File: config.mk
export PLATFORM = sky130hd
export DESIGN_NAME = adsr_envelope_generator_core
export DESIGN_NICKNAME = d
export VERILOG_FILES = /design/src/hdl/adsr_pkg.sv /design/src/hdl/adsr_envelope_generator_core.sv /design/src/hdl/adsr_div.sv
export SDC_FILE = /design/constraint.sdc
export NUM_CORES = 1
export LEC_CHECK = 0
export BUFFER_PORTS_ARGS = -buffer_cell sky130_fd_sc_hd__clkbuf_2
export CORE_UTILIZATION = 45
export DETAILED_ROUTE_END_ITERATION = 12
export SKIP_CTS_REPAIR_TIMING = 1
export SLEW_MARGIN = 5
export SYNTH_ARGS = -nofsm -noshare
export SYNTH_HDL_FRONTEND = slang
export SYNTH_HIERARCHICAL = 1
export SYNTH_SLANG_ARGS = --single-unit
File: constraint.sdc
create_clock -name clk -period 5.84 [get_ports clk]
set_input_delay 0.876 -clock clk [delete_from_list [all_inputs] [get_ports clk]]
set_output_delay 0.876 -clock clk [all_outputs]
set_load 0.02 [all_outputs]
File: src/hdl/adsr_pkg.sv
// Shared types and constants for the ADSR envelope generator.
`timescale 1ns / 1ps

package adsr_pkg;

    localparam int DATA_W     = 12;              // time registers, targets, steps
    localparam int LEVEL_W    = 13;              // envelope levels
    localparam int VEL_W      = 7;
    localparam int ANGLE_W    = 8;
    localparam int SCALE_W    = 6;
    localparam int GAIN_W     = 8;
    localparam int ENV_W      = 16;
    localparam int AGE_W      = 32;
    localparam int PROD_W     = LEVEL_W + GAIN_W;
    localparam int CFG_ADDR_W = 3;

    // divider: quotient bits retired per cycle and cycles per division
    localparam int DIV_BITS   = 2;
    localparam int DIV_CYCLES = DATA_W / DIV_BITS;
    localparam int DIV_CNT_W  = $clog2(DIV_CYCLES + 1);

    localparam logic [DATA_W-1:0]  FULL_SCALE  = 12'hfff;
    localparam logic [4:0]         PEAK_FILL   = 5'h1f;
    localparam logic [ANGLE_W-1:0] CLOSE_ANGLE = 8'd224;
    localparam logic [SCALE_W-1:0] SCALE_MAX   = 6'd32;
    localparam logic [AGE_W-1:0]   AGE_MAX     = '1;

    typedef enum logic [CFG_ADDR_W-1:0] {
        REG_ATTACK_TIME   = 3'd0,
        REG_DECAY_TIME    = 3'd1,
        REG_RELEASE_TIME  = 3'd2,
        REG_SUSTAIN_SCALE = 3'd3,
        REG_OUTPUT_GAIN   = 3'd4
    } reg_index_t;

    typedef enum logic [1:0] {
        OP_TICK     = 2'd0,
        OP_NOTE_ON  = 2'd1,
        OP_NOTE_OFF = 2'd2
    } op_t;

    typedef enum logic [1:0] {
        MODE_OFF    = 2'd0,
        MODE_ON     = 2'd1,
        MODE_GO_OFF = 2'd2
    } voice_mode_t;

    typedef enum logic [2:0] {
        ST_IDLE    = 3'd0,
        ST_ATTACK  = 3'd1,
        ST_DECAY   = 3'd2,
        ST_SUSTAIN = 3'd3,
        ST_RELEASE = 3'd4,
        ST_CLOSE   = 3'd5
    } env_stage_t;

    typedef enum logic [5:0] {
        S_IDLE  = 6'b000001,
        S_EXEC  = 6'b000010,
        S_DIV_A = 6'b000100,
        S_DIV_D = 6'b001000,
        S_DIV_R = 6'b010000,
        S_FIN   = 6'b100000
    } seq_state_t;

endpackage

File: src/hdl/adsr_envelope_generator_core.sv
// Top level of the single-voice linear ADSR envelope generator.
`timescale 1ns / 1ps

// Usage:
//  Input stream (s_axis_*): one transfer per command. tuser carries the op
//  (tick, note on, note off; the fourth code is ignored), tdata carries
//  velocity and phase angle. Output stream (m_axis_*): exactly one result
//  transfer per input transfer, in order.
//  Config port: cfg_we/cfg_addr/cfg_wdata write the five registers; write
//  them only while no command is in flight.
//  Commands are handled one at a time under a small sequencer: a tick, note
//  off or ignored op goes through its execute state and then the final
//  state, where it loads the result register; a note on also runs the three
//  serial step divisions on the one shared divider (2 quotient bits/cycle)
//  between those states. The next command is taken only once the result is
//  loaded; s_axis_tready is high only while the sequencer is idle.
//  The result sits in an output register: while the receiver stalls, the
//  next command is still accepted and processed, and the sequencer waits in
//  its final state until the output register frees up.
//  Reset (async, rst_n low): registers return to 64/64/64/16/255, the voice
//  is off, levels and steps take their power-up values, no result pending.

module adsr_envelope_generator_core
    import adsr_pkg::*;
#(
    parameter int GAIN_SHIFT = 8          // 0..16
)
(
    input  logic                  clk,
    input  logic                  rst_n,
    // command stream
    input  logic                  s_axis_tvalid,
    output logic                  s_axis_tready,
    input  logic [15:0]           s_axis_tdata,   // velocity[6:0], phase_angle[14:7], 0
    input  logic [1:0]            s_axis_tuser,   // op[1:0]
    // result stream
    output logic                  m_axis_tvalid,
    input  logic                  m_axis_tready,
    output logic [55:0]           m_axis_tdata,   // envelope[15:0], stage[18:16],
                                                  // active[19], age[51:20], 0
    // configuration
    input  logic                  cfg_we,
    input  logic [CFG_ADDR_W-1:0] cfg_addr,
    input  logic [DATA_W-1:0]     cfg_wdata
);

    // configuration registers
    logic [DATA_W-1:0]  attack_time_reg, decay_time_reg, release_time_reg;
    logic [SCALE_W-1:0] sustain_scale_reg;
    logic [GAIN_W-1:0]  output_gain_reg;

    // sequencer and latched command
    seq_state_t         state_reg, state_next;
    op_t                op_reg;
    logic [VEL_W-1:0]   vel_reg;
    logic [ANGLE_W-1:0] angle_reg;

    // voice state
    voice_mode_t        mode_reg;
    env_stage_t         stage_reg;
    logic [LEVEL_W-1:0] attack_level_reg, decay_level_reg, hold_level_reg, release_level_reg;
    logic [DATA_W-1:0]  peak_reg, sustain_reg;
    logic [DATA_W-1:0]  attack_step_reg, decay_step_reg, release_step_reg;
    logic [AGE_W-1:0]   age_reg;
    logic [LEVEL_W-1:0] level_reg;     // level reported by the current command

    // output register
    logic               out_valid_reg;
    logic [ENV_W-1:0]   out_env_reg;
    logic [2:0]         out_stage_reg;
    logic               out_active_reg;
    logic [AGE_W-1:0]   out_age_reg;

    // shared divider
    logic              div_start, div_busy, div_done;
    logic [DATA_W-1:0] div_dividend, div_divisor, div_quotient, div_step;

    logic              in_xfer, out_load;
    logic [DATA_W-1:0] peak_new;
    logic [LEVEL_W:0]  attack_sum;
    logic [LEVEL_W-1:0] decay_sub, release_sub;
    logic [PROD_W-1:0] env_prod, env_shifted;
    logic [LEVEL_W-1:0] sustain_prod;

    assign in_xfer  = s_axis_tvalid && s_axis_tready;
    assign out_load = (state_reg == S_FIN) && (!out_valid_reg || m_axis_tready);

    assign peak_new     = {vel_reg, PEAK_FILL};
    assign sustain_prod = LEVEL_W'(sustain_scale_reg) * LEVEL_W'(vel_reg);

    // tick arithmetic
    assign attack_sum  = {1'b0, attack_level_reg} + {2'b00, attack_step_reg};
    assign decay_sub   = (decay_level_reg > {1'b0, decay_step_reg})
                       ? decay_level_reg - {1'b0, decay_step_reg} : '0;
    assign release_sub = (release_level_reg > {1'b0, release_step_reg})
                       ? release_level_reg - {1'b0, release_step_reg} : '0;

    assign env_prod    = PROD_W'(level_reg) * PROD_W'(output_gain_reg);
    assign env_shifted = env_prod >> GAIN_SHIFT;

    // divider operand select; zero time divides as one
    always_comb
    begin
        div_start    = 1'b0;
        div_dividend = peak_new;
        div_divisor  = attack_time_reg;
        case (state_reg)
            S_EXEC:
            begin
                div_start = (op_reg == OP_NOTE_ON);
            end
            S_DIV_A:
            begin
                div_start    = div_done;
                div_dividend = sustain_reg;
                div_divisor  = decay_time_reg;
            end
            S_DIV_D:
            begin
                div_start    = div_done;
                div_dividend = FULL_SCALE;
                div_divisor  = release_time_reg;
            end
            default:
            begin
                div_start = 1'b0;
            end
        endcase
        if (div_divisor == '0)
            div_divisor = DATA_W'(1);
    end

    assign div_step = (div_quotient == '0) ? DATA_W'(1) : div_quotient;

    adsr_div u_div (
        .clk      (clk),
        .rst_n    (rst_n),
        .start    (div_start),
        .dividend (div_dividend),
        .divisor  (div_divisor),
        .busy     (div_busy),
        .done     (div_done),
        .quotient (div_quotient)
    );

    // sequencer
    always_comb
    begin
        state_next = state_reg;
        case (state_reg)
            S_IDLE:  if (in_xfer) state_next = S_EXEC;
            S_EXEC:  state_next = (op_reg == OP_NOTE_ON) ? S_DIV_A : S_FIN;
            S_DIV_A: if (div_done) state_next = S_DIV_D;
            S_DIV_D: if (div_done) state_next = S_DIV_R;
            S_DIV_R: if (div_done) state_next = S_FIN;
            S_FIN:   if (out_load) state_next = S_IDLE;
            default: state_next = S_IDLE;
        endcase
    end

    assign s_axis_tready = (state_reg == S_IDLE);

    always_ff @(posedge clk or negedge rst_n)
    begin
        if (!rst_n)
            state_reg <= S_IDLE;
        else
            state_reg <= state_next;
    end

    // latched command fields
    always_ff @(posedge clk)
    begin
        if (in_xfer)
        begin
            op_reg    <= op_t'(s_axis_tuser);
            vel_reg   <= s_axis_tdata[6:0];
            angle_reg <= s_axis_tdata[14:7];
        end
    end

    // configuration writes
    always_ff @(posedge clk or negedge rst_n)
    begin
        if (!rst_n)
        begin
            attack_time_reg   <= DATA_W'(64);
            decay_time_reg    <= DATA_W'(64);
            release_time_reg  <= DATA_W'(64);
            sustain_scale_reg <= SCALE_W'(16);
            output_gain_reg   <= GAIN_W'(255);
        end
        else if (cfg_we)
        begin
            case (cfg_addr)
                REG_ATTACK_TIME:   attack_time_reg  <= cfg_wdata;
                REG_DECAY_TIME:    decay_time_reg   <= cfg_wdata;
                REG_RELEASE_TIME:  release_time_reg <= cfg_wdata;
                REG_SUSTAIN_SCALE: sustain_scale_reg <=
                    (cfg_wdata[SCALE_W-1:0] > SCALE_MAX) ? SCALE_MAX : cfg_wdata[SCALE_W-1:0];
                REG_OUTPUT_GAIN:   output_gain_reg  <= cfg_wdata[GAIN_W-1:0];
                default:           ;
            endcase
        end
    end

    // voice state update
    always_ff @(posedge clk or negedge rst_n)
    begin
        if (!rst_n)
        begin
            mode_reg          <= MODE_OFF;
            stage_reg         <= ST_ATTACK;
            attack_level_reg  <= '0;
            decay_level_reg   <= LEVEL_W'(FULL_SCALE);
            hold_level_reg    <= LEVEL_W'(FULL_SCALE);
            release_level_reg <= LEVEL_W'(FULL_SCALE);
            peak_reg          <= '0;
            sustain_reg       <= '0;
            attack_step_reg   <= DATA_W'(1);
            decay_step_reg    <= DATA_W'(1);
            release_step_reg  <= DATA_W'(1);
            age_reg           <= '0;
            level_reg         <= '0;
        end
        else
        begin
            case (state_reg)
                S_EXEC:
                begin
                    level_reg <= '0;
                    case (op_reg)
                        OP_TICK:
                        begin
                            if (mode_reg != MODE_OFF)
                            begin
                                if (age_reg != AGE_MAX)
                                    age_reg <= age_reg + 1'b1;
                                case (stage_reg)
                                    ST_ATTACK:
                                    begin
                                        attack_level_reg <= attack_sum[LEVEL_W-1:0];
                                        level_reg        <= attack_sum[LEVEL_W-1:0];
                                        if (attack_sum[LEVEL_W-1:0] >= {1'b0, peak_reg})
                                        begin
                                            decay_level_reg <= attack_sum[LEVEL_W-1:0];
                                            stage_reg       <= ST_DECAY;
                                        end
                                    end
                                    ST_DECAY:
                                    begin
                                        decay_level_reg <= decay_sub;
                                        level_reg       <= decay_sub;
                                        if (decay_sub <= {1'b0, sustain_reg})
                                        begin
                                            hold_level_reg <= decay_sub;
                                            stage_reg      <= ST_SUSTAIN;
                                        end
                                    end
                                    ST_SUSTAIN:
                                    begin
                                        level_reg <= hold_level_reg;
                                        if (mode_reg == MODE_GO_OFF)
                                        begin
                                            stage_reg         <= ST_RELEASE;
                                            release_level_reg <= hold_level_reg;
                                        end
                                    end
                                    ST_RELEASE:
                                    begin
                                        release_level_reg <= release_sub;
                                        level_reg         <= release_sub;
                                        if (release_sub <= {1'b0, release_step_reg})
                                            stage_reg <= ST_CLOSE;
                                    end
                                    default:
                                    begin
                                        // close: wait for the phase angle to pass CLOSE_ANGLE near the top
                                        if (angle_reg > CLOSE_ANGLE)
                                        begin
                                            mode_reg <= MODE_OFF;
                                            age_reg  <= '0;
                                        end
                                    end
                                endcase
                            end
                        end
                        OP_NOTE_ON:
                        begin
                            attack_level_reg  <= '0;
                            decay_level_reg   <= LEVEL_W'(FULL_SCALE);
                            hold_level_reg    <= LEVEL_W'(FULL_SCALE);
                            release_level_reg <= LEVEL_W'(FULL_SCALE);
                            peak_reg          <= peak_new;
                            sustain_reg       <= sustain_prod[DATA_W-1:0];
                            stage_reg         <= ST_ATTACK;
                            mode_reg          <= MODE_ON;
                        end
                        OP_NOTE_OFF:
                        begin
                            if (mode_reg != MODE_OFF)
                                mode_reg <= MODE_GO_OFF;
                        end
                        default: ;
                    endcase
                end
                S_DIV_A: if (div_done) attack_step_reg  <= div_step;
                S_DIV_D: if (div_done) decay_step_reg   <= div_step;
                S_DIV_R: if (div_done) release_step_reg <= div_step;
                default: ;
            endcase
        end
    end

    // output register
    always_ff @(posedge clk or negedge rst_n)
    begin
        if (!rst_n)
            out_valid_reg <= 1'b0;
        else if (out_load)
            out_valid_reg <= 1'b1;
        else if (m_axis_tready)
            out_valid_reg <= 1'b0;
    end

    always_ff @(posedge clk)
    begin
        if (out_load)
        begin
            out_env_reg    <= env_shifted[ENV_W-1:0];
            out_stage_reg  <= (mode_reg == MODE_OFF) ? ST_IDLE : stage_reg;
            out_active_reg <= (mode_reg != MODE_OFF);
            out_age_reg    <= age_reg;
        end
    end

    assign m_axis_tvalid = out_valid_reg;
    assign m_axis_tdata  = {4'b0000, out_age_reg, out_active_reg, out_stage_reg, out_env_reg};

    // checks
    a_div_start_idle: assert property (@(posedge clk) disable iff (!rst_n)
        div_start |-> !div_busy)
        else $error("divider restarted while busy");

    a_steps_nonzero: assert property (@(posedge clk) disable iff (!rst_n)
        (attack_step_reg != '0) && (decay_step_reg != '0) && (release_step_reg != '0))
        else $error("envelope step reached zero");

    a_scale_capped: assert property (@(posedge clk) disable iff (!rst_n)
        sustain_scale_reg <= SCALE_MAX)
        else $error("sustain scale above cap");

    a_active_stage: assert property (@(posedge clk) disable iff (!rst_n)
        out_valid_reg |-> (out_active_reg == (out_stage_reg != ST_IDLE)))
        else $error("active flag disagrees with stage");

    a_div_done_owner: assert property (@(posedge clk) disable iff (!rst_n)
        div_done |-> (state_reg == S_DIV_A || state_reg == S_DIV_D || state_reg == S_DIV_R))
        else $error("divider result with no consumer");

endmodule

File: src/hdl/adsr_div.sv
// Shared iterative unsigned divider, radix 2 restoring, two quotient bits per cycle.
`timescale 1ns / 1ps

module adsr_div
    import adsr_pkg::*;
(
    input  logic              clk,
    input  logic              rst_n,
    input  logic              start,
    input  logic [DATA_W-1:0] dividend,
    input  logic [DATA_W-1:0] divisor,    // must be nonzero
    output logic              busy,
    output logic              done,       // one-cycle pulse, quotient valid
    output logic [DATA_W-1:0] quotient
);

    logic [DATA_W-1:0]    rem_reg, rem_next;
    logic [DATA_W-1:0]    quo_reg, quo_next;
    logic [DATA_W-1:0]    div_reg;
    logic [DIV_CNT_W-1:0] cnt_reg;
    logic                 busy_reg;
    logic                 done_reg;

    always_comb
    begin
        logic [DATA_W:0] trial;
        rem_next = rem_reg;
        quo_next = quo_reg;
        for (int i = 0; i < DIV_BITS; i++)
        begin
            trial    = {rem_next, quo_next[DATA_W-1]};
            quo_next = {quo_next[DATA_W-2:0], 1'b0};
            if (trial >= {1'b0, div_reg})
            begin
                trial       = trial - {1'b0, div_reg};
                quo_next[0] = 1'b1;
            end
            rem_next = trial[DATA_W-1:0];
        end
    end

    always_ff @(posedge clk)
    begin
        if (start)
        begin
            rem_reg <= '0;
            quo_reg <= dividend;
            div_reg <= divisor;
        end
        else if (busy_reg)
        begin
            rem_reg <= rem_next;
            quo_reg <= quo_next;
        end
    end

    always_ff @(posedge clk or negedge rst_n)
    begin
        if (!rst_n)
        begin
            cnt_reg  <= '0;
            busy_reg <= 1'b0;
            done_reg <= 1'b0;
        end
        else if (start)
        begin
            cnt_reg  <= DIV_CNT_W'(DIV_CYCLES);
            busy_reg <= 1'b1;
            done_reg <= 1'b0;
        end
        else if (busy_reg)
        begin
            cnt_reg <= cnt_reg - 1'b1;
            if (cnt_reg == DIV_CNT_W'(1))
            begin
                busy_reg <= 1'b0;
                done_reg <= 1'b1;
            end
        end
        else
        begin
            done_reg <= 1'b0;
        end
    end

    assign busy     = busy_reg;
    assign done     = done_reg;
    assign quotient = quo_reg;

endmodule
* After elaboration in Yosys (flattened, before gate mapping) *
Cells that the tools add are included.

storage, ports and cells
  bits in registers = 326
  output and inout port bits = 58
  logic and storage cells = 186

cells by class
  add/sub/neg operators = 7
  multipliers = 2
  order comparisons = 9
  eq/ne operators = 39
  muxes and demuxes = 63
  reductions and logical operators = 33

operators by type and width
  cell                     count
  $mux W13                 13
  $pmux W13 S2             6
  $mux W32                 3
  $mux W12                 5
  $pmux W13 S4             1
  $pmux W12 S2             2
  $mux W6                  7
  $ge A13 B12 Y1           3
  $pmux W6 S6              1
  $add A32 B1 Y32 const B  1
  $ne A32 B32 Y1 const B   1
  $gt A13 B12 Y1           2
  $le A13 B12 Y1           2
  $sub A13 B12 Y13         2
  $logic_not A12 Y1        2
  $sub A12 B12 Y12         2
  $mul A13 B8 Y21          1
  $mux W3                  7
  $ne A3 B3 Y1 const B     7
  $reduce_and A5 Y1        4
  $reduce_and A2 Y1        9
  $ne A2 B2 Y1 const B     8
  $add A13 B12 Y13         1
  $eq A3 B2 Y1 const B     4
  other kinds (35)         59

* Depth between registers and ports, before layout *
  word-level depth = 7
  gate-level depth with buffers = 21
  gate-level depth less buffers = 20

* By module *
Netlist, hierarchy kept.

by module, submodules not included
  module                        times used  cells an instance  area an instance (um^2)  sequential area each (um^2)
  adsr_envelope_generator_core  1           1,918              19,002.0                 7,428.4
  adsr_div                      1           293                2,901.5                  1,086.0

* Least setup slack after synthesis *
OpenSTA, ideal clock, no wires.

  kind = reg2reg
  start point = reg output_gain_reg[6]
  end point = reg out_env_reg[12], data pin
  setup time = 260 ps
  arrival time = 4,818 ps
  data required time = 5,580 ps
  path slack = 762 ps
  stages on the path, launching flop included = 18
  path buffers = 1
  period minus slack after synthesis = 5,078 ps
  cell sequence = dfstp_2 clkbuf_1 and2_1 fa_1 fa_1 fa_1 inv_1 fa_1 inv_1 ha_1 a21o_1 a21oi_1 a21boi_0 o31a_1 o41a_1 a21oi_2 o21bai_1 xnor2_1

between the ends
  longest elaborated chain between the ends = 1

RTL lines
  element                   line                                 source
  start: declaration        adsr_envelope_generator_core.sv:50   logic [GAIN_W-1:0] output_gain_reg;
  start signal: assignment  adsr_envelope_generator_core.sv:201  REG_OUTPUT_GAIN: output_gain_reg <= cfg_wdata[GAIN_W-1:0];
  $mul A13 B8 Y21           adsr_envelope_generator_core.sv:98   assign env_prod = PROD_W'(level_reg) * PROD_W'(output_gain_reg);
  via env_prod[20]          adsr_envelope_generator_core.sv:82   logic [PROD_W-1:0] env_prod, env_shifted;
  end signal: assignment    adsr_envelope_generator_core.sv:330  out_env_reg <= env_shifted[ENV_W-1:0];
  end: declaration          adsr_envelope_generator_core.sv:69   logic [ENV_W-1:0] out_env_reg;

The timed path passes the listed nets, and every way through them passes these cells.
A chain may end at the register's enable or synchronous reset.

* Final worst setup path *
Same ends and word-level chain as after synthesis.

==> results.cfg <==
[synth]
ys_async_sr_fraction = 0.683
yosys_register_bits = 322
syn_inst = 2211
ys_seq_area_frac = 0.389
synth-edff-count = 90
yosys_warnings = 6
syn_area_sq_um = 21900
syn-mean-instance-area_sq_um = 9.91
synth_cell_type_count = 93
synth_flop_cell = dfrtp_1

[clock_network]
insertion_delay_ps = 560
clkSinkCount = 322
cts_made_buffers = 37
cts-htree-levels = 2
cts_root_buf = clkbuf_16
cts_buffer_depth = 3
tritoncts = yes
clk_pin_slew_worst_paths_ps = 60

[floorplan]
start_util = 0.458
core-area_sq_um = 47800
io_pins = 96
dieHeight_um = 223
die_x_um = 223
rows = 80
dieArea_sq_um = 49600

[route]
wirelength_um = 52900
wl_per_cell_um = 18.1
vias = 16200
via_per_inst = 5.52
dr.first_iter.drc_count = 1003
drt_pass1_iterations = 7
antenna_left = 0
drt_drc_violations_left = 0

[global_routing]
grt_pass1_wl_um = 86600
grt_pass1_vias = 16200
grtUsageTotal = 0.219
grt_max_degree = 115
grt-ovfl-total = 0
antenna_found_initial = 0

[place]
place.gp.congestion = 0.882
place.port_buffers = 87
hpwl_um = 39900

[job]
cap_violations = 0

[sta]
fin_setup_tns_ps = 0
slew_viol_final = 0
timing.final.crit_share = 0.902
setup_viol = 0
final_hold_viol_count = 0
grt_setup_unrepaired = false
tightest_slew_ps = 1210
fmax_ghz = 0.190
period_minus_slack_ps = 5270
finalClockSkew_ps = 24.4
hold_slack_ps = 392
relSlewSlack = 0.189

[final_layout]
syn2layout_area_growth_pct = 10.9
final_common_cell = inv_1
final_cell_mix = inv_1 (226), nand2_1 (223), nor2_1 (172)
fin_nets = 2572
drive_gt1_frac = 0.162
antennaDiodeCount = 0
n_fill_cell = 4391

[pwr]
vdd_drop_max_v = 0.000227
power.switching_mw = 4.54
internal-power_mw = 6.54
powerDensity_nw_per_um2 = 456
switching_share = 0.410
p_clk_frac = 0.223
leakagePower_nw = 11.0
power.share.combinational = 0.473
seq_power_share = 0.305

[worst_setup_path]
ff2ff_path_depth = 16
reg2reg_slack_ps = 570
cp-end-kind = flip-flop
critPathSlowestCell = dfstp_2
start_kind = flip-flop
path_class = reg -> reg
crit_top_cell = fa_1
reg2reg_to = out_env_reg[12]$_DFFE_PP_
cp_max_fo = 14
crit_path_cell_trace = and2_1 -> fa_1 -> fa_1 -> fa_1 -> inv_1 -> fa_1 -> inv_1 -> ha_1 -> a21o_1 -> a21oi_1 -> a21boi_0 -> o31a_1 -> o41a_1 -> a21oi_2 -> o21bai_1 -> xnor2_1
r2r_start = output_gain_reg[6]$_DFFE_PN1P_
worstPathArrival_ps = 5570
cp_slowest_stage_delay_ps = 670
worstPathRequired_ps = 6150

[worst_hold_path]
min_path_type = in -> async

[outcome]
status = completed
-- stage by stage --
step           cell area [sq um]  setup WS (ps)  std cells  utilization  total power [mW]
6_report                   24300            574       2930        0.507              11.1
5_1_grt                    24300            321       2930        0.507              11.9
4_1_cts                    24300            576       2930        0.507              11.1
3_5_place_dp               23000            580       2862        0.480              8.61
3_3_place_gp               23000            654       2862        0.480              8.48
2_1_floorplan              21900            762       2217            -              7.24
-- layout make-up --
| type | instances | area [sq um] | area share |
|---|---|---|---|
| Multi-Input combinational cell | 1590 | 12200 | 0.504 |
| Clock inverter | 25 | 315 | 0.0130 |
| Clock buffer | 43 | 978 | 0.0403 |
| Sequential cell | 322 | 8510 | 0.351 |
| Inverter | 226 | 848 | 0.0349 |
| Timing Repair Buffer | 109 | 611 | 0.0251 |
| Tap cell | 615 | 769 | 0.0317 |
-- worst max path at each step --
stage                                    from                   endpoint  slack [ps]
6_report       output_gain_reg[6]$_DFFE_PN1P_  out_env_reg[12]$_DFFE_PP_         570
5_1_grt        output_gain_reg[6]$_DFFE_PN1P_  out_env_reg[12]$_DFFE_PP_         320
4_1_cts        output_gain_reg[6]$_DFFE_PN1P_  out_env_reg[12]$_DFFE_PP_         580
3_5_place_dp   output_gain_reg[6]$_DFFE_PN1P_  out_env_reg[12]$_DFFE_PP_         580
3_3_place_gp   output_gain_reg[6]$_DFFE_PN1P_  out_env_reg[12]$_DFFE_PP_         650
2_1_floorplan  output_gain_reg[6]$_DFFE_PN1P_  out_env_reg[12]$_DFFE_PP_         760
-- synthesized netlist by cell type, types with 6 or more instances --
cell	n	area (sq um)
o21ai_0	98	490
nand4_1	26	163
ha_1	158	1980
o31a_1	6	52.6
a211oi_1	28	210
nand2_1	223	837
nand3_1	32	160
fa_1	90	1800
o21a_1	18	135
a21oi_1	118	591
xnor2_1	42	368
edfxtp_1	90	2700
o21bai_1	13	97.6
or3_1	14	87.6
a21o_1	28	210
dfxtp_1	12	240
o31ai_1	7	52.6
nor2b_1	14	87.6
and3_1	13	81.3
mux2i_1	10	100
xor2_1	50	438
o211ai_1	10	75.1
and2_1	90	563
a31oi_1	25	156
buf_1	6	22.5
buf_4	9	67.6
a22oi_1	21	158
nor2_1	173	649
inv_1	226	848
nor3_1	28	140
dfstp_2	53	1390
mux2_2	108	1220
dfrtp_1	167	4180
clkbuf_1	59	221
nand2b_1	20	125
-- worst max-delay path, delay by kind of cell, from the launching register on --
kind,cells,cell delay [ps]
fa+ha+maj,5,2410
compound gates,7,1520
flops,1,670
simple gates,1,190
xor+xnor,1,120
buf+inv,2,90
-- layer usage --
metal / GRT usage / share of wire / up-vias
li1: - / - / 7813
met1: 0.300 / 0.46 / 7944
met2: 0.363 / 0.48 / 334
met3: 0.0239 / 0.039 / 74
met4: 0.0667 / 0.024 / 0
met5: 0 / 0 / -
-- power groups by stage --
stage                     registers (mW)  clock network [mW]  logic (mW)
final                               3.38                2.47        5.24
after global routing                3.44                2.61        5.87
after CTS                           3.37                2.53        5.23
after floorplan                     3.17                   0        4.07
after global placement              3.40                   0        5.08
after detailed placement            3.41                   0        5.20
-- logic make-up (layout without fill, tap and decap cells) --
kind of cell | count (synthesis) | count (layout) | synth area share
xor+xnor | 92 | 92 | 0.0368
simple gates | 679 | 679 | 0.151
buf+inv | 305 | 403 | 0.0544
fa+ha+maj | 248 | 248 | 0.173
flops | 322 | 322 | 0.389
compound gates | 446 | 446 | 0.137
mux | 118 | 118 | 0.0601
other cells | 1 | 7 | 0.000171
Note: power is estimated with default switching activity, not from simulation.
